$ cat config.mk
export PLATFORM = sky130hd
export DESIGN_NAME = rpc_cfg
export DESIGN_NICKNAME = d
export VERILOG_FILES = /design/src/hw/rtl/rpc_pkg.sv /design/src/hw/rtl/rpc_cfg.sv
export SDC_FILE = /design/constraint.sdc
export NUM_CORES = 1
export LEC_CHECK = 0
export BUFFER_PORTS_ARGS = -buffer_cell sky130_fd_sc_hd__buf_2
export CAP_MARGIN = 20
export CORE_MARGIN = 2
export CORE_UTILIZATION = 25
export DETAILED_ROUTE_END_ITERATION = 8
export GPL_ROUTABILITY_DRIVEN = 1
export GPL_TIMING_DRIVEN = 0
export SKIP_LAST_GASP = 1
export SLEW_MARGIN = 20
export SYNTH_ARGS = -nofsm -noshare
export SYNTH_HDL_FRONTEND = slang
export SYNTH_SLANG_ARGS = --single-unit
$ cat constraint.sdc
create_clock -name clk_i -period 1 [get_ports clk_i]
set_input_delay 0.1 -clock clk_i [delete_from_list [all_inputs] [get_ports clk_i]]
set_output_delay 0.1 -clock clk_i [all_outputs]
set_load 0.01 [all_outputs]
$ cat src/hw/rtl/rpc_pkg.sv
// Shared types, constants and rotate helpers for the Red Pike cipher unit.
`timescale 1ns / 1ps

package rpc_pkg;

  localparam int unsigned NumRounds = 16;
  localparam logic [31:0] Delta = 32'h9E37_79B9;
  localparam logic [63:0] OffsetWide = 64'(Delta) * 64'(NumRounds + 1);
  localparam logic [31:0] KeyOffset = OffsetWide[31:0];
  localparam int unsigned Latency = NumRounds + 1;

  localparam int unsigned AddrWidth = 3;
  localparam logic RegKeyLow = 1'b0;
  localparam logic RegKeyHigh = 1'b1;

  typedef struct packed {
    logic        mode;
    logic [31:0] word_a_in;
    logic [31:0] word_b_in;
  } rpc_in_t;

  typedef struct packed {
    logic [31:0] word_a_out;
    logic [31:0] word_b_out;
  } rpc_out_t;

  typedef struct packed {
    logic [31:0] key_low;
    logic [31:0] key_high;
  } rpc_key_t;

  typedef struct packed {
    logic [31:0] a;
    logic [31:0] b;
    logic [31:0] k0;
    logic [31:0] k1;
  } rpc_stage_t;

  function automatic logic [31:0] rotl(input logic [31:0] v, input logic [4:0] s);
    logic [63:0] t;
    t = {v, v} << s;
    return t[63:32];
  endfunction

  function automatic logic [31:0] rotr(input logic [31:0] v, input logic [4:0] s);
    logic [63:0] t;
    t = {v, v} >> s;
    return t[31:0];
  endfunction

endpackage

$ cat src/hw/rtl/rpc_cfg.sv
// APB register file holding the two cipher key words.
`timescale 1ns / 1ps

module rpc_cfg (
  input  logic                             clk_i,
  input  logic                             rst_ni,
  input  logic                             psel,
  input  logic                             penable,
  input  logic                             pwrite,
  input  logic [rpc_pkg::AddrWidth-1:0]    paddr,
  input  logic [31:0]                      pwdata,
  output logic [31:0]                      prdata,
  output logic                             pready,
  output rpc_pkg::rpc_key_t                key_o
);

  logic [31:0] key_low_q, key_low_d;
  logic [31:0] key_high_q, key_high_d;
  logic        wr_en;
  logic        sel;

  assign sel    = paddr[2];
  assign wr_en  = psel && penable && pwrite && pready;
  assign pready = 1'b1;

  always_comb begin
    key_low_d  = key_low_q;
    key_high_d = key_high_q;
    if (wr_en) begin
      unique case (sel)
        rpc_pkg::RegKeyLow:  key_low_d  = pwdata;
        rpc_pkg::RegKeyHigh: key_high_d = pwdata;
        default: ;
      endcase
    end
  end

  always_ff @(posedge clk_i or negedge rst_ni) begin
    if (!rst_ni) begin
      key_low_q  <= '0;
      key_high_q <= '0;
    end else begin
      key_low_q  <= key_low_d;
      key_high_q <= key_high_d;
    end
  end

  always_comb begin
    unique case (sel)
      rpc_pkg::RegKeyLow:  prdata = key_low_q;
      rpc_pkg::RegKeyHigh: prdata = key_high_q;
      default:             prdata = '0;
    endcase
  end

  assign key_o.key_low  = key_low_q;
  assign key_o.key_high = key_high_q;

endmodule

==> results.toml <==
[setup_path]
crit_path_max_fanout = 2
worst_setup_path_end_kind = "primary output"
critPathKind = "flip-flop to primary output"
critPathRequiredTime_ps = 900
cp.arrival_ps = 1130
critPathLaunchType = "flip-flop"

[run_status]
violations = "negative setup slack"
status = "finished with violations"

[route]
vias_per_cell = 4.328
dr.pass1.iters = 3
drt-initial-drc-count = 70
vias = 2281
ant_nets = 0
wire_per_inst_um = 15.73
drt-total-wl_um = 8291
drc = 0

[cts]
cts_tree = "done"
clkSlewWorstSetupHoldPaths_ps = 50
cts_buffer_depth = 2
root_buffer = "clkbuf_16"
cts_buffers = 9
insertion_delay_ps = 320
clkSinkCount = 64
cts_max_level = 3

[synthesis]
postSynthAreaPerCell_um2 = 16.73
yosysWarnings = 0
synth_seq_cells = 64
synth_cell_type_count = 10
mappedNetlistNets = 214
synth_top_cell_area_share_pct = 55.01
synth_top_cell_by_area = "dfrtp_1"
synth.top_cells.by_area = "dfrtp_1 55%, mux2_2 25%, mux2_4 15%, buf_2 1.2%, buf_6 1.2%"
netlist_area_um2 = 2912
synthCells = 174
ys_seq_area_share_pct = 55.01

[sta]
final.period_utilization_pct = 122.9
min_period_ps = 1229
skew_ps = 0
max_freq_mhz = 814.0
final_max_slew_viol_count = 0
fin_ws_ps = -228.5
rsz0062_at_grt = "true"
fin_hold_ws_ps = 17.13
setup_tns_ps = -9347
finalHoldViolCount = 0
finalSetupViolCount = 85

[global_routing]
grt_usage_pct = 13.19
grt_antenna_before_repair = 0
overflow = 0
grt_max_degree = 37
grt_pass1_vias = 2398
grt_first_pass_wirelength_um = 12680

[pwr]
ir_drop_v = 0.001215
p_leak_nw = 2.689
powerDensity_nw_per_um2 = 2150

[floorplanning]
pin_count = 137
die_area_um2 = 12530
core-area_um2 = 11370
die_h_um = 111.9
fp-row-count = 39
start_util_pct = 25.61
fp.dieW_um = 111.9

[placed_design]
dp_hpwl_um = 5176
place.gp.congestion = 0.7182
io_buffers = 132

[finish]
final_common_cell = "buf_6"
final_cell_mix = "121 x buf_6, 64 x dfrtp_1, 62 x buf_2, 53 x mux2_4, 41 x mux2_2"
syn_to_final_growth_pct = 80.58
drive_gt1_share_pct = 80.99
nNetsFinal = 419
antenna_cells = 0

[job]
cap_violations = 0

[hold_path]
hp-class = "input pin to flip-flop"
-- critical path: stages, from the launching register on --
cell	delay, ps
dfrtp_1	410
mux2_2	280
buf_6	120
-- where the power goes --
group	leakage (nW)	switching, mW	internal, mW
clock	0.136	1.07	1.73
combinational	1.78	1.62	3.28
sequential	0.768	0.431	3.17
-- through the flow --
step / setup WS, ps / utilization (%) / cells / instance area (µm²) / total power [mW]
after floorplan: -26.54 / - / 174 / 2933 / 5.077
after global placement: -489.3 / 33.18 / 449 / 3772 / 6.240
after detailed placement: -255.9 / 33.38 / 450 / 3795 / 6.306
after CTS: -240.1 / 41.50 / 519 / 4718 / 10.36
after global routing: -271.5 / 46.24 / 527 / 5258 / 11.90
final: -228.5 / 46.24 / 527 / 5258 / 11.30
-- cells in the mapped netlist --
master     n
buf_6      3
conb_1     1
nand4b_4   1
nand4_2    1
buf_2      7
mux2_2    64
buf_4      1
dfrtp_1   64
mux2_4    30
mux2_1     2
-- sequential cells by signal (all words and copies together), names as in the netlist --
name	cells
key_high_q	32
key_low_q	32
-- layer usage --
metal,up-vias,share of wire (%),GRT usage [%]
li1,1040,-,-
met1,1149,42,15.96
met2,85,50,22.10
met3,7,6.7,4.736
met4,0,0.96,3.951
met5,-,0,0
-- final timing paths --
path / startpoint / to / slack, ps / cells past startpoint
worst min register to register: key_high_q[6] / key_high_q[6] / 520 / 1
min in group asynchronous: rst_ni / key_low_q[5] / 260 / 2
worst max register to register: key_low_q[7] / key_low_q[7] / 0 / 3
worst min-delay path: pwdata[5] / key_high_q[5] / 20 / 2
worst max-delay path: key_low_q[22] / prdata[22] / -230 / 2
max in group asynchronous: rst_ni / key_high_q[16] / 210 / 3
-- layout make-up --
cell class | instances | area (µm²)
Tap cell | 143 | 178.9
Buffer | 11 | 97.59
Fill cell | 994 | 6112
Timing Repair Buffer | 194 | 1793
Multi-Input combinational cell | 99 | 1320
Clock inverter | 4 | 20.02
Sequential cell | 64 | 1602
Clock buffer | 12 | 246.5
-- timing repair --
item | in CTS | in global routing
cloned | 0 | 0
hold buffers | 4 | 0
gates resized for setup | 47 | 101
endpoints found under the hold margin | 33 | 0
buffers inserted | 49 | 12
setup endpoints to repair | 34 | 86
-- cells by family after synthesis --
group,after synthesis,synth area share [%]
and+or+nand+nor,2,1.246
DFF,64,55.01
buffers and inverters,11,2.621
other,1,0.1288
muxes,96,41.00
No activity file was read; power rests on OpenSTA's default activity.
