### src/hw/rtl/rpc_pkg.sv
// Shared types, constants and rotate helpers for the Red Pike cipher unit.
`timescale 1ns / 1ps

package rpc_pkg;

  localparam int unsigned NumRounds = 16;
  localparam logic [31:0] Delta = 32'h9E37_79B9;
  localparam logic [63:0] OffsetWide = 64'(Delta) * 64'(NumRounds + 1);
  localparam logic [31:0] KeyOffset = OffsetWide[31:0];
  localparam int unsigned Latency = NumRounds + 1;

  localparam int unsigned AddrWidth = 3;
  localparam logic RegKeyLow = 1'b0;
  localparam logic RegKeyHigh = 1'b1;

  typedef struct packed {
    logic        mode;
    logic [31:0] word_a_in;
    logic [31:0] word_b_in;
  } rpc_in_t;

  typedef struct packed {
    logic [31:0] word_a_out;
    logic [31:0] word_b_out;
  } rpc_out_t;

  typedef struct packed {
    logic [31:0] key_low;
    logic [31:0] key_high;
  } rpc_key_t;

  typedef struct packed {
    logic [31:0] a;
    logic [31:0] b;
    logic [31:0] k0;
    logic [31:0] k1;
  } rpc_stage_t;

  function automatic logic [31:0] rotl(input logic [31:0] v, input logic [4:0] s);
    logic [63:0] t;
    t = {v, v} << s;
    return t[63:32];
  endfunction

  function automatic logic [31:0] rotr(input logic [31:0] v, input logic [4:0] s);
    logic [63:0] t;
    t = {v, v} >> s;
    return t[31:0];
  endfunction

endpackage

### src/hw/rtl/rpc_round.sv
// One registered cipher round: key schedule step and data mixing.
`timescale 1ns / 1ps

module rpc_round (
  input  logic                clk_i,
  input  logic                rst_ni,
  input  logic                valid_i,
  input  rpc_pkg::rpc_stage_t stage_i,
  output logic                valid_o,
  output rpc_pkg::rpc_stage_t stage_o
);

  logic                valid_q;
  rpc_pkg::rpc_stage_t stage_q, stage_d;

  always_comb begin
    logic [31:0] k0;
    logic [31:0] k1;
    logic [31:0] wa;
    logic [31:0] wb;
    k0 = stage_i.k0 + rpc_pkg::Delta;
    k1 = stage_i.k1 - rpc_pkg::Delta;
    wa = (stage_i.a ^ k0) + stage_i.b;
    wa = rpc_pkg::rotl(wa, stage_i.b[4:0]);
    wb = rpc_pkg::rotr(stage_i.b, wa[4:0]);
    wb = (wb - wa) ^ k1;
    stage_d.a  = wa;
    stage_d.b  = wb;
    stage_d.k0 = k0;
    stage_d.k1 = k1;
  end

  always_ff @(posedge clk_i or negedge rst_ni) begin
    if (!rst_ni) begin
      valid_q <= 1'b0;
    end else begin
      valid_q <= valid_i;
    end
  end

  always_ff @(posedge clk_i) begin
    if (valid_i) begin
      stage_q <= stage_d;
    end
  end

  assign valid_o = valid_q;
  assign stage_o = stage_q;

endmodule

### config.mk
export PLATFORM = sky130hd
export DESIGN_NAME = rpc_round
export DESIGN_NICKNAME = d
export VERILOG_FILES = /design/src/hw/rtl/rpc_pkg.sv /design/src/hw/rtl/rpc_round.sv
export SDC_FILE = /design/constraint.sdc
export NUM_CORES = 1
export LEC_CHECK = 0
export BUFFER_PORTS_ARGS = -buffer_cell sky130_fd_sc_hd__buf_2
export CAP_MARGIN = 0
export CORE_ASPECT_RATIO = 1.5
export CORE_UTILIZATION = 60
export CTS_CLUSTER_DIAMETER = 200
export CTS_CLUSTER_SIZE = 20
export DETAILED_ROUTE_END_ITERATION = 8
export PLACE_DENSITY_LB_ADDON = 0.2
export SETUP_SLACK_MARGIN = 0.02
export SLEW_MARGIN = 5
export SYNTH_ARGS = -nofsm -noshare
export SYNTH_HDL_FRONTEND = slang
export SYNTH_SLANG_ARGS = --single-unit
### constraint.sdc
create_clock -name clk_i -period 1 [get_ports clk_i]
set_input_delay 0.25 -clock clk_i [delete_from_list [all_inputs] [get_ports clk_i]]
set_output_delay 0.25 -clock clk_i [all_outputs]
set_load 0.1 [all_outputs]
==> results.py, run 1 <==
metrics = {
    "synth": {
        "synthDistinctLibCells": 90,
        "syn_area_um2": 14190,
        "synth.area.top_cells": "edfxtp_1, mux2i_1, ha_1",
        "yosysTopAreaCell": "edfxtp_1",
        "syn-num-nets": 1845,
        "synth_seq_area_share_pct": 27.26,
        "synth_edf_count": 128,
        "synth_common_cells": "nand2_1, edfxtp_1, mux2i_1",
        "synth.top_cell.area_share_pct": 27.09,
        "synthArstFlopShare_pct": 0.7752,
        "syn_inst": 1649,
        "synth_most_common_cell": "nand2_1",
        "avgSynthCellArea_um2": 8.606,
        "ys_warn_count": 0,
        "ys_ff_latch": 129,
        "synth-main-ff-cell": "edfxtp_1",
    },
    "die": {
        "io_pins": 260,
        "core.rowCount": 68,
        "die_x_um": 127.6,
        "initial_core_util_pct": 61.32,
        "die_y_um": 190.4,
    },
    "run_status": {
        "lastStage": "detailed placement",
        "toolErrorMsg": "Error: detail_place.tcl, 38 bad optional access",
        "status": "stopped before the end",
    },
    "placement": {
        "gp_congestion": 1.158,
        "portBuffers": 259,
    },
}
## through the flow
stage	setup TNS [ns]	cells	area, um^2	hold slack [ns]
2_1_floorplan	-403.21	1649	14950	-0.04559
3_3_place_gp	-459.20	2774	22970	0.02511
## cell families after synthesis
| family | share of synthesized area (%) |
|---|---|
| AND/OR/NAND/NOR | 17.34 |
| XOR/XNOR | 10.76 |
| AO/OA/AOI/OAI | 20.77 |
| flip-flops | 27.26 |
| buffers and inverters | 4.241 |
| adder cells (fa/ha/maj) | 5.837 |
| multiplexers | 13.79 |
==> run 2: changes to the inputs <==
--- a/config.mk
+++ b/config.mk
@@ -7,13 +7,9 @@
 export LEC_CHECK = 0
 export BUFFER_PORTS_ARGS = -buffer_cell sky130_fd_sc_hd__buf_2
 export CAP_MARGIN = 0
-export CORE_ASPECT_RATIO = 1.5
-export CORE_UTILIZATION = 60
-export CTS_CLUSTER_DIAMETER = 200
-export CTS_CLUSTER_SIZE = 20
+export CORE_UTILIZATION = 40
 export DETAILED_ROUTE_END_ITERATION = 8
-export PLACE_DENSITY_LB_ADDON = 0.2
-export SETUP_SLACK_MARGIN = 0.02
+export PLACE_DENSITY_LB_ADDON = 0.15
 export SLEW_MARGIN = 5
 export SYNTH_ARGS = -nofsm -noshare
 export SYNTH_HDL_FRONTEND = slang
==> results.py, run 2 <==
metrics = {
    "timing": {
        "finalMaxSlewViolations": 0,
        "rsz0062_at_grt": "true",
        "setup_violations": 241,
        "hold_violations": 0,
        "min_period_ns": 8.898,
        "period_share_pct": 889.8,
        "fin_tns_setup_ns": -453.23,
        "slew_headroom_pct": 52.52,
        "hold_slack_ns": 0.09479,
        "fmax_mhz": 112.4,
        "worst_pin_slew_ns": 0.7122,
        "fin_ws_ns": -7.898,
    },
    "synth": {
        "syn_inst": 1649,
        "avgSynthCellArea_um2": 8.606,
        "synthArstFlopShare_pct": 0.7752,
        "synth_top_family_by_area": "compound AO/OA/AOI/OAI gates",
        "yosysTopAreaCell": "edfxtp_1",
        "syn-num-nets": 1845,
        "synthDistinctLibCells": 90,
        "synth_seq_area_share_pct": 27.26,
        "synth_compound_area_share_pct": 20.77,
        "synth_mux_area_share_pct": 13.79,
        "synth.area.top_cells": "edfxtp_1, mux2i_1, ha_1",
        "syn_area_um2": 14190,
        "synth_xor_area_share_pct": 10.76,
        "synth-simple-area-share_pct": 17.34,
        "synth.top_cell.area_share_pct": 27.09,
        "synth_common_cells": "nand2_1, edfxtp_1, mux2i_1",
        "ys_warn_count": 0,
        "synth-main-ff-cell": "edfxtp_1",
        "synth_most_common_cell": "nand2_1",
        "synth_edf_count": 128,
        "ys_ff_latch": 129,
        "synth_fa_ha_area_share_pct": 5.837,
    },
    "clock_tree": {
        "cts_tree": "done",
        "ctsHtreeMaxLevel": 4,
        "clkSlewWorstSetupHoldPaths_ns": 0.07,
        "root_buffer": "clkbuf_16",
        "clock-sinks": 129,
        "cts-buffers-inserted": 17,
        "cts_buffer_depth": 2,
    },
    "cells_and_area": {
        "n_fill_cell": 2353,
        "drive_gt1_share_pct": 57.56,
        "layout.nets": 2841,
        "fin_util_pct": 78.08,
        "layout_common_cells": "buf_4, nand2_1, buf_12",
        "design_area_um2": 27100,
        "synthToLayoutAreaGrowth_pct": 90.99,
        "layout_commonest_cell": "buf_4",
        "num_antenna_cells": 0,
        "largest_register_ffs": 128,
    },
    "worst_hold_path": {
        "hp-class": "in2async",
    },
    "placement": {
        "portBuffers": 259,
        "place_ws_ns": -8.884,
        "gp_congestion": 0.9515,
        "dp.final_hpwl_um": 49040,
        "placed_cell_area_um2": 23500,
    },
    "routing": {
        "drt-initial-drc-count": 1432,
        "viasPerCell": 5.569,
        "wl_um": 64180,
        "routedWlPerCell_um": 20.62,
        "route.detailed.drc": 0,
        "drtAntennaViolNets": 0,
        "vias": 17335,
        "drtPass1Iterations": 5,
    },
    "run_status": {
        "status": "finished, violations left",
        "violations": "setup timing",
    },
    "setup_path": {
        "crit_fanout": 7,
        "worstSetupPathType": "in2reg",
        "slowest_delay_ns": 0.52,
        "endpoint_kind": "flip-flop",
        "slowest_stage": "mux4_2",
        "critPathLaunchType": "input pin",
        "arrival_ns": 9.11,
        "crit_required_ns": 1.21,
    },
    "grt": {
        "grt.total_usage_pct": 34.03,
        "grt_pass1_vias": 17167,
        "grt_max_degree": 63,
        "antenna_found_initial": 1,
        "grt-ovfl-total": 0,
        "grt_pass1_wl_um": 94520,
    },
    "pwr": {
        "power_frac_comb_pct": 82.2,
        "p_int_w": 0.04931,
        "switchingPower_w": 0.04400,
        "sw_frac_of_total_pct": 47.15,
        "p_per_area_nw_per_um2": 3442,
        "p_clk_share_pct": 7.5,
        "p_leak_nw": 12.23,
        "seqPwrFrac_pct": 10.4,
        "peakVddDrop_mv": 3.159,
    },
    "die": {
        "die_x_um": 190.4,
        "initial_core_util_pct": 40.88,
        "die_area_um2": 36240,
        "io_pins": 260,
        "core.rowCount": 68,
        "core_um2": 34710,
        "die_y_um": 190.4,
    },
    "flow_run": {
        "max-cap-violations": 0,
    },
}
run 2: cell counts after synthesis:
No cell type changed its count.
run 2: cells by family (layout without fill, tap and decap cells):
| group | after synthesis | after routing |
|---|---|---|
| AO/OA/AOI/OAI | 450 | 450 |
| adder cells (fa/ha/maj) | 65 | 65 |
| XOR/XNOR | 171 | 171 |
| flip-flops | 129 | 129 |
| buffers and inverters | 156 | 1165 |
| AND/OR/NAND/NOR | 503 | 503 |
| multiplexers | 175 | 175 |
run 2: power groups by stage:
stage	sequential (W)	combinational (W)	clock [W]
global placement	0.00976	0.0613	0
floorplan	0.0181	0.0264	0
global route	0.00977	0.0801	0.00716
CTS	0.00969	0.0693	0.00698
finish	0.00966	0.0767	0.00697
detailed placement	0.00979	0.0620	0
run 2: metal layers:
layer / track usage [%] / vias up / share of wire, %
met2: 59.12 / 688 / 50
met4: 12.65 / 2 / 3.4
met5: 0 / - / 0.017
met3: 6.294 / 154 / 6.3
li1: - / 8117 / -
met1: 41.58 / 8374 / 41
run 2: path summary, 6_finish.rpt:
path                        startpoint     endpoint  slack (ns)  cells after the start
worst min-delay path            rst_ni      valid_o        0.09                      2
max in group asynchronous       rst_ni      valid_o        0.81                      2
worst max-delay path       stage_i[32]  stage_o[92]       -7.90                     52
min in group clk_i         stage_i[32]  stage_o[33]        0.14                      2
run 2: metrics by stage:
| step | cells | total power [W] |
|---|---|---|
| after floorplan | 1649 | 0.04453 |
| after global placement | 2966 | 0.07104 |
| after detailed placement | 2966 | 0.07177 |
| after CTS | 3071 | 0.08596 |
| after global routing | 3113 | 0.09702 |
| final | 3113 | 0.09330 |
run 2: worst max-delay path: cells and delay by family:
kind            cells  cell delay [ns]
compound gates     25             4.18
simple gates       10             1.30
mux                 4             1.23
buf+inv             7             0.88
fa+ha+maj           3             0.81
xor+xnor            3             0.46
run 2: cell type report:
type / instances / area [um^2] / share of cell area, %
inverter: 73 / 306.5 / 1.131
tap: 455 / 569.3 / 2.100
sequential: 129 / 3870 / 14.28
timing repair buffer: 1060 / 9724 / 35.88
multi-input combinational: 1364 / 12010 / 44.32
clock buffer: 17 / 425.4 / 1.570
clock inverter: 15 / 196.4 / 0.7248
run 2: timing repair:
item / CTS / global route
endpoints found under the setup margin: 241 / 242
pin swaps: 109 / 78
hold endpoints to repair: 1 / 0
resized for setup: 263 / 214
buffers inserted: 86 / 58
hold buffers: 1 / 0
(Power assumes the default switching activity.)
